### src/rtl/lkvc_pkg.sv
// shared types and constants of the lru key-value cache
`default_nettype none

package lkvc_pkg;

    localparam int KEY_W              = 32;
    localparam int FUNC_W             = 2;
    localparam int CFG_W              = 6;
    localparam int FLAG_W             = 2;
    localparam int DEFAULT_ENTRIES    = 32;
    localparam int DEFAULT_VALUE_BITS = 64;

    localparam logic [CFG_W-1:0] CAPACITY_RESET = 6'd20;

    // operation codes carried in the input tuser
    typedef enum logic [FUNC_W-1:0] {
        FUNC_GET    = 2'd0,
        FUNC_PUT    = 2'd1,
        FUNC_DELETE = 2'd2
    } func_t;

    // how the row of cells moves its entries in an update cycle
    typedef enum logic [1:0] {
        SHIFT_HOLD   = 2'd0,
        SHIFT_FRONT  = 2'd1,
        SHIFT_REMOVE = 2'd2
    } shift_t;

    typedef enum logic [1:0] {
        ST_IDLE   = 2'd0,
        ST_SEARCH = 2'd1,
        ST_UPDATE = 2'd2
    } state_t;

    // search token handed from cell to cell
    typedef struct packed {
        logic active;
        logic found;
    } tok_t;

endpackage

`default_nettype wire

### src/rtl/lkvc_cell.sv
// one cell of the recency-ordered entry chain
`default_nettype none

module lkvc_cell #(
    parameter int ENTRIES    = lkvc_pkg::DEFAULT_ENTRIES,
    parameter int VALUE_BITS = lkvc_pkg::DEFAULT_VALUE_BITS,
    parameter int INDEX      = 0
) (
    input  wire logic                          clk,
    input  wire logic                          rst_n,
    input  wire lkvc_pkg::shift_t              shift_mode,
    input  wire logic [$clog2(ENTRIES)-1:0]    shift_pos,
    input  wire logic [lkvc_pkg::KEY_W-1:0]    lookup_key,
    input  wire logic                          prev_valid,
    input  wire logic [lkvc_pkg::KEY_W-1:0]    prev_key,
    input  wire logic [VALUE_BITS-1:0]         prev_value,
    input  wire logic                          next_valid,
    input  wire logic [lkvc_pkg::KEY_W-1:0]    next_key,
    input  wire logic [VALUE_BITS-1:0]         next_value,
    output logic                               ent_valid,
    output logic [lkvc_pkg::KEY_W-1:0]         ent_key,
    output logic [VALUE_BITS-1:0]              ent_value,
    input  wire lkvc_pkg::tok_t                tok_in,
    input  wire logic [$clog2(ENTRIES)-1:0]    pos_in,
    input  wire logic [VALUE_BITS-1:0]         val_in,
    input  wire logic [lkvc_pkg::KEY_W-1:0]    lru_in,
    output lkvc_pkg::tok_t                     tok_out,
    output logic [$clog2(ENTRIES)-1:0]         pos_out,
    output logic [VALUE_BITS-1:0]              val_out,
    output logic [lkvc_pkg::KEY_W-1:0]         lru_out
);

    import lkvc_pkg::*;

    localparam int POS_W = $clog2(ENTRIES);
    localparam logic [POS_W-1:0] MY_POS = POS_W'(INDEX);

    logic                  valid_reg, valid_next;
    logic [KEY_W-1:0]      key_reg, key_next;
    logic [VALUE_BITS-1:0] value_reg, value_next;

    tok_t                  tok_reg, tok_next;
    logic [POS_W-1:0]      pos_reg, pos_next;
    logic [VALUE_BITS-1:0] val_reg, val_next;
    logic [KEY_W-1:0]      lru_reg, lru_next;

    // entry movement
    always_comb
    begin
        valid_next = valid_reg;
        key_next   = key_reg;
        value_next = value_reg;
        unique case (shift_mode)
            SHIFT_HOLD:
            begin
            end
            SHIFT_FRONT:
            begin
                if (MY_POS <= shift_pos)
                begin
                    valid_next = prev_valid;
                    key_next   = prev_key;
                    value_next = prev_value;
                end
            end
            SHIFT_REMOVE:
            begin
                if (MY_POS >= shift_pos)
                begin
                    valid_next = next_valid;
                    key_next   = next_key;
                    value_next = next_value;
                end
            end
            default:
            begin
            end
        endcase
    end

    // token: last valid cell passed is the least recent one
    always_comb
    begin
        tok_next = tok_in;
        pos_next = pos_in;
        val_next = val_in;
        lru_next = lru_in;
        if (tok_in.active && valid_reg)
        begin
            lru_next = key_reg;
            if (key_reg == lookup_key)
            begin
                tok_next.found = 1'b1;
                pos_next       = MY_POS;
                val_next       = value_reg;
            end
        end
    end

    always_ff @(posedge clk or negedge rst_n)
    begin
        if (!rst_n)
        begin
            valid_reg <= 1'b0;
            tok_reg   <= '0;
        end
        else
        begin
            valid_reg <= valid_next;
            tok_reg   <= tok_next;
        end
    end

    always_ff @(posedge clk)
    begin
        key_reg   <= key_next;
        value_reg <= value_next;
        pos_reg   <= pos_next;
        val_reg   <= val_next;
        lru_reg   <= lru_next;
    end

    assign ent_valid = valid_reg;
    assign ent_key   = key_reg;
    assign ent_value = value_reg;
    assign tok_out   = tok_reg;
    assign pos_out   = pos_reg;
    assign val_out   = val_reg;
    assign lru_out   = lru_reg;

endmodule

`default_nettype wire

### config.mk
export PLATFORM = sky130hd
export DESIGN_NAME = lkvc_cell
export DESIGN_NICKNAME = d
export VERILOG_FILES = /design/src/rtl/lkvc_pkg.sv /design/src/rtl/lkvc_cell.sv
export SDC_FILE = /design/constraint.sdc
export NUM_CORES = 1
export LEC_CHECK = 0
export BUFFER_PORTS_ARGS = -buffer_cell sky130_fd_sc_hd__buf_2
export CAP_MARGIN = 20
export CELL_PAD_IN_SITES_DETAIL_PLACEMENT = 1
export CELL_PAD_IN_SITES_GLOBAL_PLACEMENT = 2
export CORE_AREA = 2 2 211 213
export DETAILED_ROUTE_END_ITERATION = 8
export DIE_AREA = 0 0 213 215
export MAX_ROUTING_LAYER = met4
export PLACE_DENSITY_LB_ADDON = 0.08
export SLEW_MARGIN = 15
export SYNTH_ARGS = -nofsm -noshare
export SYNTH_HDL_FRONTEND = slang
export SYNTH_SLANG_ARGS = --single-unit
### constraint.sdc
create_clock -name clk -period 2.3 [get_ports clk]
set_clock_uncertainty 0.05 [all_clocks]
set_input_delay 0.345 -clock clk [delete_from_list [all_inputs] [get_ports clk]]
set_output_delay 0.345 -clock clk [all_outputs]
set_load 0.1 [all_outputs]
After elaboration in Yosys (flattened, before gate mapping)
Cells that the tools add are included.
Storage, ports and cells
  flip-flop bits (word level): 200
  input bits: 338
  output and inout bits: 200
  word-level logic and storage cells: 34
Operators by class
  $lt $le $gt $ge: 2
  equal/unequal tests: 5
  mux-type cells: 16
  reduce and logical (&&, ||, !) cells: 3
Operators by type and width (number)
  two-way mux 64 bit: 4
  one-hot mux 64 bit (2 select lines): 1
  two-way mux 32 bit: 3
  one-hot mux 32 bit (2 select lines): 1
  == test 32 bit: 1
  two-way mux 5 bit: 2
  greater-or-equal comparator 1 x 5 -> 1 bit, first input constant: 1
  less-or-equal comparator 1 x 5 -> 1 bit, first input constant: 1
  two-way mux 1 bit: 4
  inequality test 2 bit, second input constant: 2
  AND reduction 3 bit: 1
  == test 2 x 1 -> 1 bit, second input constant: 1
  == test 2 bit, second input constant: 1
  one-hot mux 1 bit (2 select lines): 1
  nonzero test 2 bit: 1
  logical AND 1 bit: 1

Logic depth before layout (Yosys ltp)
  depth in word-level cells: 3
  gate-level depth with buffers: 7
  mapped depth without buffers: 5

Worst setup path before layout
OpenSTA, ideal clock, no wires.
  kind: input to register
  start point: input shift_mode[0]
  end point: register key_reg[0] (netlist: ent_key[0]) (enable)
  setup time: 586 ps
  data arrival time: 5572 ps
  required time: 1664 ps
  path slack: -3909 ps
  cell stages on the path: 5
  buffers on the path: 2
  path through: inv_1 -> ha_1 -> buf_2 -> buf_2 -> a21oi_1
Between the ends
  cells in the longest elaborated chain, start to end: 3
  elaborated cells on any way between the ends: 6
  classes of those cells: eq/ne (4); reduce/logical (2)
RTL lines
  start: declaration: line lkvc_cell.sv:11  | input wire lkvc_pkg::shift_t shift_mode,
  == test 2 bit or == test 2 x 1 -> 1 bit (tied branches): line lkvc_cell.sv:53  | unique case (shift_mode)
  inequality test 2 bit (no source line) or nonzero test 2 bit (tied branches)
  AND reduction 3 bit (no source line) (*)
  end signal: assignment: line lkvc_cell.sv:116  | key_reg <= key_next;
  end: declaration: line lkvc_cell.sv:39  | logic [KEY_W-1:0] key_reg, key_next;
Every way passes the cells marked *; elsewhere a longest branch is shown, timed or not.
A chain may end at the register's enable or synchronous reset.

Final worst setup path
  start point: register key_reg[12] (netlist: ent_key[12])
  end point: register val_reg[26] (netlist: val_out[26])
Between the ends
  cells in the longest elaborated chain, start to end: 3
RTL lines
  == test 32 bit: line lkvc_cell.sv:91  | if (key_reg == lookup_key)
  two-way mux 64 bit: line lkvc_cell.sv:91
  two-way mux 64 bit: line lkvc_cell.sv:88  | if (tok_in.active && valid_reg)
  via val_next[26]: line lkvc_cell.sv:44  | logic [VALUE_BITS-1:0] val_reg, val_next;
  end signal: assignment: line lkvc_cell.sv:119  | val_reg <= val_next;
  end: declaration: line lkvc_cell.sv:44
The timed path passes the listed nets, and every way through them passes these cells.

==> run_results.csv <==
group,metric,value,unit
setup_path,required,2620,ps
floorplanning,coreArea,43600,sq um
final_layout,multiInputGateArea,2910,sq um
setup_path,cp-end-kind,"register",
synthesis,synth_top_family_by_area,"multiplexers",
power_and_ir_drop,leakage,0.00605,uW
setup_path,worstPathMaxFanout,12,
sta,fin_ws,122,ps
placed_design,place_hpwl,26600,um
final_layout,postLayoutCoreUtil,0.304,
final_layout,final_area,13300,sq um
floorplanning,die_area,45800,sq um
placed_design,place_inst,1601,
clock_network,clkTransAtPathRegs,70,ps
sta,finalCritPeriodShare,0.947,
global_route,grt_pass1_vias,7147,
synthesis,synth_adder_area_share,0.00157,
sta,fin_crit,2180,ps
sta,hold_violations,0,
power_and_ir_drop,cellPowerDensity,900,nW/um^2
synthesis,ys_types,24,
route,drt_iter0_markers,162,
synthesis,syn_area,7970,sq um
sta,setup_viol,0,
synthesis,synth_compound_area_frac,0.00126,
route,wl,33700,um
floorplanning,die_w,213,um
synthesis,synth_most_common_cell,"mux2_2",
worst_hold_path,hold_path_class,"input pin to register",
final_layout,area_delta_synth_final,66.3,%
synthesis,yosys_register_bits,200,
global_route,grtUsageTotal,0.152,
clock_network,cts_sinks,200,
synthesis,yosys.area.top_type_share,0.362,
placed_design,pre_cts_ws,-137,ps
final_layout,drive_gt1_frac,0.691,
floorplanning,row_count,77,
floorplanning,fp.dieH,215,um
global_route,antenna_found_initial,6,
placed_design,portBuffers,537,
sta,worst_pin_slew,562,ps
final_layout,final_cells,1745,
synthesis,yosys.area.top_type,"edfxtp_1",
synthesis,synth-async-reset-ratio,0.0150,
route,vias,6402,
setup_path,critPathKind,"register to register",
sta,fmax,459,MHz
synthesis,synth_cells,473,
power_and_ir_drop,report.power.total,11900,uW
global_route,grt_pass1_wl,47300,um
placed_design,placed_cell_area,11500,sq um
synthesis,synth_nets,812,
synthesis,synth_xor_area_frac,0.0352,
status,status,"complete, no violations",
placed_design,routabilityCongestion,0.746,
synthesis,synthFlopType,"dfxtp_1",
sta,slew_headroom,0.626,
job,drv_cap,0,
route,wl_per_cell,19.3,um
clock_network,clockBufferDepth,2,
synthesis,synth-simple-area-share,0.0174,
power_and_ir_drop,irDropWorstVdd,0.487,mV
final_layout,layout.nets,1473,
synthesis,synth_edf_count,96,
route,final_antenna_net_count,0,
clock_network,cts-root-buf,"clkbuf_16",
route,viasPerCell,3.67,
route,firstDrtPassIters,4,
synthesis,synth_common_cells,"mux2_2, dfxtp_1, edfxtp_1",
synthesis,yosys_warnings,0,
synthesis,synth.avg_cell_area,16.9,sq um
final_layout,seqCellArea,4980,sq um
sta,slew_violations,0,
global_route,grt.overflow.total,0,
sta,rsz0062_at_grt,"no",
clock_network,cts_buffers,17,
clock_network,cts_max_level,4,
global_route,grt_max_degree,52,
clock_network,clk_latency,490,ps
setup_path,cp.arrival,2500,ps
synthesis,synth.yosys.seq_area_share,0.625,
clock_network,cts_tree,"yes",
setup_path,critPathLaunchType,"register",
floorplanning,initial_core_util,0.183,
synthesis,synth_area_leaders,"edfxtp_1, dfxtp_1, mux2_2",
route,drc,0,
floorplanning,io_pins,538,
final_layout,num-fill-cells,4932,
synthesis,synthMuxAreaShare,0.303,
[final timing paths]
path                                         start  slack (ps)  cells after the start                    end
max                          ent_key[12]$_DFFE_PP_         120                      8    val_out[26]$_DFF_P_
min                                     lru_in[24]          60                      2    lru_out[24]$_DFF_P_
max reg2reg                  ent_key[12]$_DFFE_PP_         120                      8    val_out[26]$_DFF_P_
min reg2reg                ent_value[59]$_DFFE_PP_         450                      1    val_out[59]$_DFF_P_
max in group asynchronous                    rst_n        1910                      2  ent_valid$_DFFE_PN0P_
min in group asynchronous                    rst_n         180                      2   tok_out[0]$_DFF_PN0_
[what timing repair did]
item	4_1_cts	5_1_grt
endpoints found under the hold margin	103	0
hold buffers	101	0
buffers inserted	2	2
cloned	1	0
resized for setup	3	5
endpoints found under the setup margin	63	64
pin swaps	0	5
[stage by stage]
stage / TNS (ps) / hold slack (ps)
global placement: -7040 / 103
global route: 0 / 16.4
CTS: 0 / 0.750
floorplan: -63120 / -0.591
finish: 0 / 60.1
detailed placement: -6700 / 104
[kinds of logic after synthesis]
| group | Yosys count |
|---|---|
| AOI/OAI and AO/OA | 2 |
| xor gates and xnor gates | 32 |
| and+or+nand+nor | 23 |
| muxes | 193 |
| DFF | 200 |
| buffers and inverters | 22 |
| adders and majority gates | 1 |
[power by group]
group | switching (uW) | internal, uW | leakage [uW]
clock network | 1480 | 1690 | 0.000295
logic | 3430 | 961 | 0.00395
registers | 202 | 4180 | 0.00181
total | 5110 | 6820 | 0.00605
[critical path, cell delays in order (launching register included)]
cell and delay, ps:
edfxtp_1 450, xnor2_2 190, nand4_1 160, nor4_2 280, buf_4 160, nand3_4 110
buf_12 180, buf_6 170, mux2_4 300
[placed cells by master, fill, tap and decap left out, types with 2 or more instances in the layout]
master	count
dlygate4sd3_1	101
nor2_1	2
buf_4	14
clkinv_2	3
clkbuf_16	17
mux2_2	128
buf_2	537
dfxtp_1	101
and2_1	5
bufinv_16	2
nor3_1	2
clkinv_4	4
edfxtp_1	96
xnor2_1	29
buf_12	5
xnor2_2	2
buf_6	4
dfrtp_1	3
nand4_1	7
clkbuf_8	3
mux2_4	64
diode_2	6
[area by class of cell]
type | count | share of cell area
timing repair buffer | 663 | 0.302
clock inverter | 11 | 0.00925
antenna | 6 | 0.00113
multi-input combinational | 251 | 0.219
inverter | 1 | 0.000849
sequential | 200 | 0.376
clock buffer | 21 | 0.0355
tap | 592 | 0.0559
[per-layer routing]
layer	global-route usage	routed length (um)
met2	0.266	17500
met4	0.0455	463
met1	0.151	12700
met3	0.0666	3110
met5	-	0
[sequential cells by signal, indices dropped and copies added (netlist names)]
name / cells
lru_out: 32
val_out: 64
ent_valid: 1
ent_key: 32
ent_value: 64
tok_out: 2
pos_out: 5
(Power assumes the default switching activity.)
